===== src/sv/sgd_pkg.sv =====
// Shared types and constants of the swipe gesture detector.
// Used by every module of the block; depends on nothing else.
`timescale 1ns / 1ps
`default_nettype none

package sgd_pkg;

    // Window sums are 12 bits wide; a full window of 15 pixels cannot wrap them.
    localparam int SUM_W = 12;

    // Window geometry in rows and columns of the frame.
    localparam int WIN_ROW_FIRST   = 5;
    localparam int WIN_ROW_LAST    = 9;
    localparam int LEFT_COLS       = 3;
    localparam int RIGHT_COL_FIRST = 7;
    localparam int RIGHT_COL_LAST  = 9;

    // Depth of the small queues between the parts and on the result side.
    localparam int FIFO_DEPTH = 2;

    // Register indexes of the configuration port.
    localparam logic [1:0] CFG_THRESH_HIGH  = 2'd0;
    localparam logic [1:0] CFG_THRESH_LOW   = 2'd1;
    localparam logic [1:0] CFG_TIMEOUT      = 2'd2;

    // Register values after reset.
    localparam logic [7:0]  THRESH_HIGH_RST = 8'd200;
    localparam logic [7:0]  THRESH_LOW_RST  = 8'd50;
    localparam logic [15:0] TIMEOUT_RST     = 16'd750;

    // Input item kinds.
    localparam logic KIND_PIXEL = 1'b0;
    localparam logic KIND_TICK  = 1'b1;

    // Swipe codes of a result.
    localparam logic [1:0] SWIPE_NONE = 2'd0;
    localparam logic [1:0] SWIPE_L2R  = 2'd1;
    localparam logic [1:0] SWIPE_R2L  = 2'd2;

    typedef enum logic [2:0] {
        ST_IDLE      = 3'd0,
        ST_TIMED_OUT = 3'd1,
        ST_L1        = 3'd2,
        ST_L2        = 3'd3,
        ST_R1        = 3'd4,
        ST_R2        = 3'd5
    } gesture_state_t;

    typedef struct packed {
        logic       kind;
        logic [7:0] pixel_value;
        logic       frame_start;
    } in_item_t;

    typedef struct packed {
        logic [1:0] swipe;
        logic       frame_done;
    } out_item_t;

    // Classified request handed from the front part to the back part.
    typedef struct packed {
        logic is_tick;
        logic frame_done;
        logic both_high;
        logic low_left;
        logic low_right;
    } action_t;

    // Status of the gesture machine seen by the top level.
    typedef struct packed {
        gesture_state_t state;
        logic           timer_running;
    } back_status_t;

endpackage

`default_nettype wire


===== src/sv/swipe_gesture_detector_unit.sv =====
// Top level of the swipe gesture detector: configuration registers, front
// and back parts and the queues between them. Depends on sgd_pkg, sgd_fifo,
// sgd_front and sgd_back.
`timescale 1ns / 1ps
`default_nettype none

// The block takes one item per clock cycle while its request queue is not
// full, a pixel or a timer tick, and gives exactly one result per item in
// the same order. An accepted item waits in the request queue until the back
// part takes it; its result then waits in the result queue until popped. The
// rate of one item per cycle is set by the front part, which sums and
// classifies a pixel combinationally, and by the back part, which applies a
// frame's events to the gesture machine combinationally. Two-entry queues sit
// between the front and back parts and on the result side, so a stalled
// reader holds back the input only once both queues are full. Configuration
// registers may be written at any time the block holds no unfinished request.

module swipe_gesture_detector_unit
    import sgd_pkg::*;
#(
    parameter int FRAME_WIDTH  = 10,
    parameter int FRAME_HEIGHT = 10
)
(
    input  wire logic        clk,
    input  wire logic        rst_n,
    input  wire logic        push,
    output logic             full,
    input  wire in_item_t    item,
    output logic             empty,
    input  wire logic        pop,
    output out_item_t        result,
    input  wire logic        cfg_wr_en,
    input  wire logic [1:0]  cfg_index,
    input  wire logic [15:0] cfg_data
);

    logic [7:0]   thresh_high_reg;
    logic [7:0]   thresh_low_reg;
    logic [15:0]  timeout_ticks_reg;

    logic         accept;
    action_t      front_act;
    action_t      mid_act;
    logic         mid_full;
    logic         mid_empty;
    logic         take;
    out_item_t    back_res;
    logic         out_full;
    back_status_t back_status;

    assign accept = push && !full;
    assign full   = mid_full;
    assign take   = !mid_empty && !out_full;

    // Configuration registers.
    always_ff @(posedge clk or negedge rst_n)
    begin
        if (!rst_n)
        begin
            thresh_high_reg   <= THRESH_HIGH_RST;
            thresh_low_reg    <= THRESH_LOW_RST;
            timeout_ticks_reg <= TIMEOUT_RST;
        end
        else if (cfg_wr_en)
        begin
            unique case (cfg_index)
                CFG_THRESH_HIGH: thresh_high_reg   <= cfg_data[7:0];
                CFG_THRESH_LOW:  thresh_low_reg    <= cfg_data[7:0];
                CFG_TIMEOUT:     timeout_ticks_reg <= cfg_data;
                default:         thresh_high_reg   <= thresh_high_reg;
            endcase
        end
    end

    // Front part: position, sums and compares.
    sgd_front #(
        .FRAME_WIDTH  (FRAME_WIDTH),
        .FRAME_HEIGHT (FRAME_HEIGHT)
    ) u_front (
        .clk         (clk),
        .rst_n       (rst_n),
        .accept      (accept),
        .item        (item),
        .thresh_high (thresh_high_reg),
        .thresh_low  (thresh_low_reg),
        .act         (front_act)
    );

    // Queue of classified requests.
    sgd_fifo #(
        .DATA_W ($bits(action_t))
    ) u_mid_fifo (
        .clk     (clk),
        .rst_n   (rst_n),
        .wr_en   (accept),
        .wr_data (front_act),
        .rd_en   (take),
        .rd_data (mid_act),
        .full    (mid_full),
        .empty   (mid_empty)
    );

    // Back part: gesture machine and timer.
    sgd_back u_back (
        .clk           (clk),
        .rst_n         (rst_n),
        .take          (take),
        .act           (mid_act),
        .timeout_ticks (timeout_ticks_reg),
        .res           (back_res),
        .status        (back_status)
    );

    // Result queue.
    sgd_fifo #(
        .DATA_W ($bits(out_item_t))
    ) u_out_fifo (
        .clk     (clk),
        .rst_n   (rst_n),
        .wr_en   (take),
        .wr_data (back_res),
        .rd_en   (pop),
        .rd_data (result),
        .full    (out_full),
        .empty   (empty)
    );

    // The timer runs exactly while a swipe is under way.
    a_timer_matches_state: assert property (@(posedge clk) disable iff (!rst_n)
        back_status.timer_running == ((back_status.state == ST_L1) ||
                                      (back_status.state == ST_L2) ||
                                      (back_status.state == ST_R1) ||
                                      (back_status.state == ST_R2)))
        else $error("timer running flag disagrees with gesture state");

    // A reported swipe always ends a frame.
    a_swipe_on_frame: assert property (@(posedge clk) disable iff (!rst_n)
        (take && (back_res.swipe != SWIPE_NONE)) |-> back_res.frame_done)
        else $error("swipe reported without a finished frame");

    // A swipe is reported only from the second step of a sequence.
    a_swipe_from_second_step: assert property (@(posedge clk) disable iff (!rst_n)
        (take && (back_res.swipe != SWIPE_NONE)) |->
            ((back_status.state == ST_L2) || (back_status.state == ST_R2)))
        else $error("swipe reported outside the second step of a sequence");

endmodule

`default_nettype wire


===== src/sv/sgd_fifo.sv =====
// Two-entry queue used between the parts of the swipe gesture detector.
// Depends on sgd_pkg for the queue depth.
`timescale 1ns / 1ps
`default_nettype none

module sgd_fifo
    import sgd_pkg::*;
#(
    parameter int DATA_W = 8
)
(
    input  wire logic              clk,
    input  wire logic              rst_n,
    input  wire logic              wr_en,
    input  wire logic [DATA_W-1:0] wr_data,
    input  wire logic              rd_en,
    output logic      [DATA_W-1:0] rd_data,
    output logic                   full,
    output logic                   empty
);

    logic [DATA_W-1:0] mem [FIFO_DEPTH];
    logic              wr_ptr_reg;
    logic              wr_ptr_next;
    logic              rd_ptr_reg;
    logic              rd_ptr_next;
    logic [1:0]        count_reg;
    logic [1:0]        count_next;
    logic              do_wr;
    logic              do_rd;

    assign full  = (count_reg == 2'(FIFO_DEPTH));
    assign empty = (count_reg == 2'd0);
    assign do_wr = wr_en && !full;
    assign do_rd = rd_en && !empty;
    assign rd_data = mem[rd_ptr_reg];

    // Pointer and fill count update.
    always_comb
    begin
        wr_ptr_next = do_wr ? ~wr_ptr_reg : wr_ptr_reg;
        rd_ptr_next = do_rd ? ~rd_ptr_reg : rd_ptr_reg;
        count_next  = count_reg;
        if (do_wr && !do_rd)
        begin
            count_next = count_reg + 2'd1;
        end
        else if (do_rd && !do_wr)
        begin
            count_next = count_reg - 2'd1;
        end
    end

    always_ff @(posedge clk or negedge rst_n)
    begin
        if (!rst_n)
        begin
            wr_ptr_reg <= 1'b0;
            rd_ptr_reg <= 1'b0;
            count_reg  <= 2'd0;
        end
        else
        begin
            wr_ptr_reg <= wr_ptr_next;
            rd_ptr_reg <= rd_ptr_next;
            count_reg  <= count_next;
        end
    end

    // Storage needs no reset; entries are read only after being written.
    always_ff @(posedge clk)
    begin
        if (do_wr)
        begin
            mem[wr_ptr_reg] <= wr_data;
        end
    end

endmodule

`default_nettype wire


===== src/sv/sgd_front.sv =====
// Front part of the swipe gesture detector: raster position, window sums and
// the threshold compares at the end of a frame. Depends on sgd_pkg.
`timescale 1ns / 1ps
`default_nettype none

module sgd_front
    import sgd_pkg::*;
#(
    parameter int FRAME_WIDTH  = 10,
    parameter int FRAME_HEIGHT = 10
)
(
    input  wire logic     clk,
    input  wire logic     rst_n,
    input  wire logic     accept,
    input  wire in_item_t item,
    input  wire logic [7:0] thresh_high,
    input  wire logic [7:0] thresh_low,
    output action_t       act
);

    localparam int RW = $clog2(FRAME_HEIGHT);
    localparam int CW = $clog2(FRAME_WIDTH);

    logic [RW-1:0]    row_reg;
    logic [RW-1:0]    row_next;
    logic [CW-1:0]    col_reg;
    logic [CW-1:0]    col_next;
    logic [SUM_W-1:0] left_sum_reg;
    logic [SUM_W-1:0] left_sum_next;
    logic [SUM_W-1:0] right_sum_reg;
    logic [SUM_W-1:0] right_sum_next;

    logic [RW-1:0]    row_cur;
    logic [CW-1:0]    col_cur;
    logic [SUM_W-1:0] left_base;
    logic [SUM_W-1:0] right_base;
    logic [SUM_W-1:0] pix_ext;
    logic [SUM_W-1:0] left_sum;
    logic [SUM_W-1:0] right_sum;
    logic             in_rows;
    logic             last;
    logic [SUM_W-1:0] high_one;
    logic [SUM_W-1:0] high_level;
    logic [SUM_W-1:0] low_ext;
    logic [SUM_W-1:0] low_level;

    // A frame start restarts position and sums at this pixel.
    always_comb
    begin
        row_cur    = item.frame_start ? '0 : row_reg;
        col_cur    = item.frame_start ? '0 : col_reg;
        left_base  = item.frame_start ? '0 : left_sum_reg;
        right_base = item.frame_start ? '0 : right_sum_reg;
        pix_ext    = {{(SUM_W - 8){1'b0}}, item.pixel_value};
        in_rows    = (row_cur >= RW'(WIN_ROW_FIRST)) && (row_cur <= RW'(WIN_ROW_LAST));
        left_sum   = left_base;
        right_sum  = right_base;
        if (in_rows && (col_cur < CW'(LEFT_COLS)))
        begin
            left_sum = left_base + pix_ext;
        end
        if (in_rows && (col_cur >= CW'(RIGHT_COL_FIRST)) && (col_cur <= CW'(RIGHT_COL_LAST)))
        begin
            right_sum = right_base + pix_ext;
        end
        last = (row_cur == RW'(FRAME_HEIGHT - 1)) && (col_cur == CW'(FRAME_WIDTH - 1));
    end

    // Window levels: 15 times (high + 1) and 15 times low, as shift and subtract.
    always_comb
    begin
        high_one   = {{(SUM_W - 8){1'b0}}, thresh_high} + SUM_W'(1);
        high_level = (high_one << 4) - high_one;
        low_ext    = {{(SUM_W - 8){1'b0}}, thresh_low};
        low_level  = (low_ext << 4) - low_ext;
    end

    // Classified request for the back part.
    always_comb
    begin
        act.is_tick    = (item.kind == KIND_TICK);
        act.frame_done = (item.kind == KIND_PIXEL) && last;
        act.both_high  = (left_sum >= high_level) && (right_sum >= high_level);
        act.low_left   = (left_sum < low_level);
        act.low_right  = (right_sum < low_level);
    end

    // Raster position and window sum advance.
    always_comb
    begin
        row_next       = row_reg;
        col_next       = col_reg;
        left_sum_next  = left_sum_reg;
        right_sum_next = right_sum_reg;
        if (accept && (item.kind == KIND_PIXEL))
        begin
            if (last)
            begin
                row_next       = '0;
                col_next       = '0;
                left_sum_next  = '0;
                right_sum_next = '0;
            end
            else
            begin
                left_sum_next  = left_sum;
                right_sum_next = right_sum;
                if (col_cur == CW'(FRAME_WIDTH - 1))
                begin
                    col_next = '0;
                    row_next = row_cur + RW'(1);
                end
                else
                begin
                    col_next = col_cur + CW'(1);
                    row_next = row_cur;
                end
            end
        end
    end

    always_ff @(posedge clk or negedge rst_n)
    begin
        if (!rst_n)
        begin
            row_reg       <= '0;
            col_reg       <= '0;
            left_sum_reg  <= '0;
            right_sum_reg <= '0;
        end
        else
        begin
            row_reg       <= row_next;
            col_reg       <= col_next;
            left_sum_reg  <= left_sum_next;
            right_sum_reg <= right_sum_next;
        end
    end

endmodule

`default_nettype wire


===== src/sv/sgd_back.sv =====
// Back part of the swipe gesture detector: the gesture state machine and
// the single-shot tick timer. Depends on sgd_pkg.
`timescale 1ns / 1ps
`default_nettype none

module sgd_back
    import sgd_pkg::*;
(
    input  wire logic          clk,
    input  wire logic          rst_n,
    input  wire logic          take,
    input  wire action_t       act,
    input  wire logic [15:0]   timeout_ticks,
    output out_item_t          res,
    output back_status_t       status
);

    gesture_state_t state_reg;
    gesture_state_t state_next;
    logic [15:0]    timer_count_reg;
    logic [15:0]    timer_count_next;
    logic           timer_running_reg;
    logic           timer_running_next;

    assign status.state         = state_reg;
    assign status.timer_running = timer_running_reg;

    // Next state: a tick counts the timer down; frame events apply in order high, low left, low right.
    always_comb
    begin
        state_next         = state_reg;
        timer_count_next   = timer_count_reg;
        timer_running_next = timer_running_reg;
        if (take && act.is_tick)
        begin
            if (timer_running_reg)
            begin
                if (timer_count_reg <= 16'd1)
                begin
                    timer_count_next   = 16'd0;
                    timer_running_next = 1'b0;
                    unique case (state_reg) inside
                        ST_L1, ST_L2, ST_R1, ST_R2: state_next = ST_TIMED_OUT;
                        default:                    state_next = state_reg;
                    endcase
                end
                else
                begin
                    timer_count_next = timer_count_reg - 16'd1;
                end
            end
        end
        else if (take && act.frame_done)
        begin
            if (act.both_high)
            begin
                unique case (state_next) inside
                    ST_TIMED_OUT, ST_L2, ST_R2:
                    begin
                        state_next         = ST_IDLE;
                        timer_running_next = 1'b0;
                    end
                    default: state_next = state_next;
                endcase
            end
            if (act.low_left)
            begin
                unique case (state_next)
                    ST_IDLE:
                    begin
                        state_next         = ST_L1;
                        timer_count_next   = timeout_ticks;
                        timer_running_next = 1'b1;
                    end
                    ST_R1:   state_next = ST_R2;
                    default: state_next = state_next;
                endcase
            end
            if (act.low_right)
            begin
                unique case (state_next)
                    ST_IDLE:
                    begin
                        state_next         = ST_R1;
                        timer_count_next   = timeout_ticks;
                        timer_running_next = 1'b1;
                    end
                    ST_L1:   state_next = ST_L2;
                    default: state_next = state_next;
                endcase
            end
        end
    end

    // Result: a swipe is reported when a high frame completes either sequence.
    always_comb
    begin
        res.frame_done = act.frame_done && !act.is_tick;
        res.swipe      = SWIPE_NONE;
        if (res.frame_done && act.both_high)
        begin
            unique case (state_reg)
                ST_L2:   res.swipe = SWIPE_L2R;
                ST_R2:   res.swipe = SWIPE_R2L;
                default: res.swipe = SWIPE_NONE;
            endcase
        end
    end

    always_ff @(posedge clk or negedge rst_n)
    begin
        if (!rst_n)
        begin
            state_reg         <= ST_IDLE;
            timer_count_reg   <= 16'd0;
            timer_running_reg <= 1'b0;
        end
        else
        begin
            state_reg         <= state_next;
            timer_count_reg   <= timer_count_next;
            timer_running_reg <= timer_running_next;
        end
    end

endmodule

`default_nettype wire

===== config.mk =====
export PLATFORM = sky130hd
export DESIGN_NAME = swipe_gesture_detector_unit
export DESIGN_NICKNAME = d
export VERILOG_FILES = /design/src/sv/sgd_pkg.sv /design/src/sv/swipe_gesture_detector_unit.sv /design/src/sv/sgd_fifo.sv /design/src/sv/sgd_front.sv /design/src/sv/sgd_back.sv
export SDC_FILE = /design/constraint.sdc
export NUM_CORES = 1
export LEC_CHECK = 0
export ABC_AREA = 0
export BUFFER_PORTS_ARGS = -buffer_cell sky130_fd_sc_hd__buf_4
export CAP_MARGIN = 20
export CORE_UTILIZATION = 49
export DETAILED_ROUTE_END_ITERATION = 12
export HOLD_SLACK_MARGIN = 0.1
export PLACE_DENSITY_LB_ADDON = 0.15
export RECOVER_POWER = 100
export SLEW_MARGIN = 40
export SYNTH_ARGS = -nofsm -noshare
export SYNTH_HDL_FRONTEND = slang
export SYNTH_SLANG_ARGS = --single-unit
export TNS_END_PERCENT = 10

===== constraint.sdc =====
create_clock -name clk -period 4.35 [get_ports clk]
set_input_delay 0.435 -clock clk [delete_from_list [all_inputs] [get_ports clk]]
set_output_delay 0.435 -clock clk [all_outputs]
set_load 0.02 [all_outputs]

==> flow_results.xml <==
<?xml version="1.0" encoding="UTF-8"?>
<metrics>
  <group name="status">
    <metric name="run_status" unit="">finished, violations left</metric>
    <metric name="violations" unit="">capacitance limit, slew limit</metric>
  </group>
  <group name="yosys">
    <metric name="syn-mean-instance-area" unit="um^2">9.72</metric>
    <metric name="synth.yosys.warnings" unit="">0</metric>
    <metric name="post_synth_instance_area" unit="mm^2">0.00801</metric>
    <metric name="synthDominantCellAreaShare" unit="">0.247</metric>
    <metric name="dominant_synthesized_flop_cell" unit="">sky130_fd_sc_hd__dfrtp_1</metric>
    <metric name="synth_top_family_by_area" unit="">compound AO/OA/AOI/OAI gates</metric>
    <metric name="synthMuxAreaShare" unit="">0.0845</metric>
    <metric name="synthSimpleGateAreaFrac" unit="">0.158</metric>
    <metric name="synth_edf_count" unit="">16</metric>
    <metric name="biggest_area_contributors_in_the_synthesized_netlist" unit="">sky130_fd_sc_hd__dfrtp_1 25%, sky130_fd_sc_hd__ha_1 12%, sky130_fd_sc_hd__mux2_2 6.3%</metric>
    <metric name="yosysTopAreaCell" unit="">sky130_fd_sc_hd__dfrtp_1</metric>
    <metric name="synth_seq_area_share" unit="">0.349</metric>
    <metric name="yosys.area_share.xor_xnor" unit="">0.0632</metric>
    <metric name="synthAdderAreaFrac" unit="">0.126</metric>
    <metric name="mappedNetlistNets" unit="">935</metric>
    <metric name="synth_compound_area_frac" unit="">0.183</metric>
    <metric name="cell_count_after_synthesis" unit="">824</metric>
    <metric name="count_of_distinct_cell_types_in_the_synthesized_netlist" unit="">81</metric>
    <metric name="ys_async_sr_fraction" unit="">0.852</metric>
    <metric name="yosys_register_bits" unit="">108</metric>
  </group>
  <group name="route">
    <metric name="drc" unit="">0</metric>
    <metric name="drtIter0Drc" unit="">235</metric>
    <metric name="drtAntennaViolNets" unit="">0</metric>
    <metric name="wirelength" unit="um">18900</metric>
    <metric name="routed-via-count" unit="">6327</metric>
    <metric name="first_pass_iteration_count_of_the_detailed_router" unit="">5</metric>
    <metric name="avgRoutedWirePerCell" unit="um">17.4</metric>
    <metric name="detail_route.vias_per_cell" unit="">5.82</metric>
  </group>
  <group name="setup_path">
    <metric name="regToRegSetupSlack" unit="ns">0.18</metric>
    <metric name="reg2regPathDepth" unit="">15</metric>
    <metric name="critical-path-slowest-cell" unit="">sky130_fd_sc_hd__dfstp_2</metric>
    <metric name="endpoint_kind" unit="">flop</metric>
    <metric name="worstPathMaxFanout" unit="">4</metric>
    <metric name="critPathArrivalTime" unit="ns">4.26</metric>
    <metric name="startpoint_of_the_most_critical_setup_path" unit="">thresh_high_reg[3]$_DFFE_PN1P_</metric>
    <metric name="critPathKind" unit="">flop to flop</metric>
    <metric name="critPathMaxStageDelay" unit="ns">0.55</metric>
    <metric name="worst_setup_path_start_kind" unit="">flop</metric>
    <metric name="worst_ep_required_time" unit="ns">4.43</metric>
    <metric name="critical-path-top-delay-family" unit="">compound AO/OA/AOI/OAI gates</metric>
    <metric name="cp_num_buf_inv" unit="">1</metric>
    <metric name="cp.depth" unit="">15</metric>
    <metric name="critical_path.reg2reg.endpoint" unit="">u_mid_fifo.mem[0][2]$_DFFE_PP_</metric>
    <metric name="timing.rr.start" unit="">thresh_high_reg[3]$_DFFE_PN1P_</metric>
    <metric name="path_cells" unit="">nand4_1, or3_1, and2_1, ha_1, inv_1, a2111oi_2, nor3_1, xor2_1, ha_1, o21ai_0, o21ai_0, o22a_1, or2_2, a31oi_1, a221oi_2</metric>
    <metric name="worstSetupEndpoint" unit="">u_mid_fifo.mem[0][2]$_DFFE_PP_</metric>
  </group>
  <group name="floorplan">
    <metric name="die_height" unit="um">130</metric>
    <metric name="fp.dieW" unit="um">130</metric>
    <metric name="floorplan.rows" unit="">46</metric>
    <metric name="floorplan.initialDensity" unit="">0.503</metric>
    <metric name="fp.dieArea" unit="mm^2">0.0169</metric>
    <metric name="floorplan.core_area" unit="mm^2">0.0159</metric>
    <metric name="io_pins" unit="">38</metric>
  </group>
  <group name="global_route">
    <metric name="grt_max_degree" unit="">70</metric>
    <metric name="number_of_global_route_vias_before_repair" unit="">6205</metric>
    <metric name="number_of_antenna_violations_at_the_first_check_in_global_routing" unit="">0</metric>
    <metric name="grt-ovfl-total" unit="">0</metric>
    <metric name="grt_usage" unit="">0.237</metric>
    <metric name="grt_first_pass_wirelength" unit="um">31300</metric>
  </group>
  <group name="clocking">
    <metric name="worstSkewPairLatency" unit="ns">0.36</metric>
    <metric name="clk_root_buffer_cell" unit="">sky130_fd_sc_hd__clkbuf_16</metric>
    <metric name="cts_buf_count" unit="">9</metric>
    <metric name="clk_path_buf_depth" unit="">2</metric>
    <metric name="cts_tree" unit="">yes</metric>
    <metric name="numClockSinks" unit="">108</metric>
    <metric name="clock_tree.htree_level_count" unit="">3</metric>
    <metric name="clk_pin_slew" unit="ns">0.07</metric>
  </group>
  <group name="timing">
    <metric name="setup_viol_count_final" unit="">0</metric>
    <metric name="timing.slew.headroom" unit="">-0.324</metric>
    <metric name="finalClockSkew" unit="ns">0.00862</metric>
    <metric name="final.min_clock_period" unit="ns">4.17</metric>
    <metric name="hold-worst-slack" unit="ns">0.304</metric>
    <metric name="rsz0062_at_grt" unit="">false</metric>
    <metric name="final.period_utilization" unit="">0.959</metric>
    <metric name="finalWorstSetupSlack" unit="ns">0.177</metric>
    <metric name="max_freq" unit="GHz">0.240</metric>
    <metric name="finalMaxSlewViolations" unit="">104</metric>
    <metric name="tightestPinTransition" unit="ns">1.99</metric>
    <metric name="hold_viol_final" unit="">0</metric>
    <metric name="timing.setup.tns" unit="ns">0</metric>
  </group>
  <group name="cells_and_area">
    <metric name="area_delta_synth_final" unit="%">10.3</metric>
    <metric name="postLayoutCoreUtil" unit="">0.555</metric>
    <metric name="finish.instance_area" unit="mm^2">0.00884</metric>
    <metric name="post_route_cells_drive_above_1_share" unit="">0.162</metric>
    <metric name="final_net_count" unit="">977</metric>
    <metric name="antenna_cells" unit="">0</metric>
    <metric name="stdcell_count" unit="">1087</metric>
  </group>
  <group name="place">
    <metric name="place.detailed.instances" unit="">1068</metric>
    <metric name="dp.final_hpwl" unit="um">14100</metric>
    <metric name="place.gp.congestion" unit="">0.915</metric>
    <metric name="detailedPlace.worstSlack" unit="ns">0.0970</metric>
    <metric name="placedInstanceArea" unit="mm^2">0.00858</metric>
    <metric name="buffer_ports.inserted" unit="">37</metric>
  </group>
  <group name="job">
    <metric name="timing.max_cap.violations" unit="">2</metric>
  </group>
  <group name="pwr">
    <metric name="pwr_density_cell" unit="mW/mm^2">521</metric>
    <metric name="total_power" unit="mW">4.61</metric>
    <metric name="vdd_drop_max" unit="mV">0.236</metric>
    <metric name="power.static_leakage" unit="nW">3.99</metric>
  </group>
  <group name="min_path">
    <metric name="worstHoldPathType" unit="">primary input to flop</metric>
  </group>
</metrics>
==> synth_stat cells, types with 3 or more instances <==
master and n:
sky130_fd_sc_hd__nand4_1 10, sky130_fd_sc_hd__nor2b_1 28, sky130_fd_sc_hd__nor3_1 21, sky130_fd_sc_hd__clkbuf_1 21
sky130_fd_sc_hd__xor2_1 16, sky130_fd_sc_hd__dfrtp_1 79, sky130_fd_sc_hd__o32ai_1 3, sky130_fd_sc_hd__inv_1 37
sky130_fd_sc_hd__o31ai_1 6, sky130_fd_sc_hd__nor2_1 42, sky130_fd_sc_hd__a22o_1 28, sky130_fd_sc_hd__a21oi_1 36
sky130_fd_sc_hd__nand2b_1 14, sky130_fd_sc_hd__or4_1 4, sky130_fd_sc_hd__o21a_1 8, sky130_fd_sc_hd__o22ai_1 5
sky130_fd_sc_hd__nand3b_1 3, sky130_fd_sc_hd__a21o_1 15, sky130_fd_sc_hd__dfstp_2 13, sky130_fd_sc_hd__nor4_1 4
sky130_fd_sc_hd__a21boi_1 3, sky130_fd_sc_hd__o21ai_1 15, sky130_fd_sc_hd__a31oi_1 5, sky130_fd_sc_hd__mux2i_1 17
sky130_fd_sc_hd__a22oi_1 8, sky130_fd_sc_hd__or3_1 6, sky130_fd_sc_hd__o21ai_0 48, sky130_fd_sc_hd__mux2_2 45
sky130_fd_sc_hd__nand3_1 15, sky130_fd_sc_hd__buf_4 4, sky130_fd_sc_hd__o2111ai_1 3, sky130_fd_sc_hd__edfxtp_1 16
sky130_fd_sc_hd__ha_1 76, sky130_fd_sc_hd__or2_2 6, sky130_fd_sc_hd__o211ai_1 4, sky130_fd_sc_hd__and2_1 6
sky130_fd_sc_hd__xnor2_1 40, sky130_fd_sc_hd__nand2_1 50, sky130_fd_sc_hd__and3_1 3, sky130_fd_sc_hd__a211o_1 4
==> layer usage <==
metal  vias to the layer above  share of wire  GRT usage
met1                      3061           0.47      0.317
met3                        27          0.038     0.0406
li1                       3109              -          -
met2                       130           0.47      0.388
met5                         -              0          0
met4                         0          0.021     0.0834
==> final cells by class <==
cell class / instances / area, um^2
fillers: 1450 / 7100
flip-flops and latches: 108 / 2800
well taps: 216 / 270
multi-input cells: 649 / 4930
clock buffers: 13 / 250
clock inverters: 3 / 46.3
inverters: 37 / 139
repair buffers: 61 / 402
==> logic make-up (layout without fill, tap and decap cells) <==
family | after synthesis | count (layout)
flip-flops | 108 | 108
XOR/XNOR | 57 | 57
multiplexers | 62 | 62
AND/OR/NAND/NOR | 234 | 234
adder cells (fa/ha/maj) | 80 | 80
buffers and inverters | 67 | 114
AO/OA/AOI/OAI | 216 | 216
==> where the power goes <==
group	internal (mW)	switching, mW
logic	0.896	1.29
clock network	0.466	0.389
registers	1.31	0.257
==> how the worst min path moves through the flow <==
| stage | endpoint | slack (ns) | cells past startpoint | startpoint |
|---|---|---|---|---|
| after floorplan | thresh_high_reg[0]$_DFFE_PN0P_ | 0.14 | 0 | rst_n |
| after global placement | u_front.right_sum_reg[0]$_DFFE_PN0P_ | 0.45 | 2 | u_front.right_sum_reg[0]$_DFFE_PN0P_ |
| after detailed placement | u_front.right_sum_reg[0]$_DFFE_PN0P_ | 0.46 | 2 | u_front.right_sum_reg[0]$_DFFE_PN0P_ |
| after CTS | u_mid_fifo.mem[0][4]$_DFFE_PP_ | 0.28 | 1 | item[9] |
| after global routing | timeout_ticks_reg[10]$_DFFE_PN0P_ | 0.30 | 2 | cfg_data[10] |
| final | timeout_ticks_reg[14]$_DFFE_PN0P_ | 0.30 | 2 | cfg_data[14] |
==> cells in the final DEF, fill, tap and decap left out, types with 13 or more instances in the layout <==
cell type,n
sky130_fd_sc_hd__dfrtp_1,79
sky130_fd_sc_hd__ha_1,76
sky130_fd_sc_hd__o21ai_0,54
sky130_fd_sc_hd__nand2_1,50
sky130_fd_sc_hd__buf_4,44
sky130_fd_sc_hd__mux2_2,43
sky130_fd_sc_hd__nor2_1,41
sky130_fd_sc_hd__xnor2_1,40
sky130_fd_sc_hd__inv_1,37
sky130_fd_sc_hd__a21oi_1,36
sky130_fd_sc_hd__nor2b_1,28
sky130_fd_sc_hd__a22o_1,28
sky130_fd_sc_hd__nor3_1,21
sky130_fd_sc_hd__clkbuf_1,18
sky130_fd_sc_hd__mux2i_1,17
sky130_fd_sc_hd__xor2_1,16
sky130_fd_sc_hd__edfxtp_1,16
sky130_fd_sc_hd__nand3_1,15
sky130_fd_sc_hd__a21o_1,15
sky130_fd_sc_hd__nand2b_1,14
sky130_fd_sc_hd__dfstp_2,13
==> what timing repair did <==
action,CTS,global route
setup endpoints to repair,0,2
hold endpoints to repair,3,0
setup buffers,0,1
resized for setup,0,1
hold buffers,1,0
Note: power is estimated with default switching activity, not from simulation.
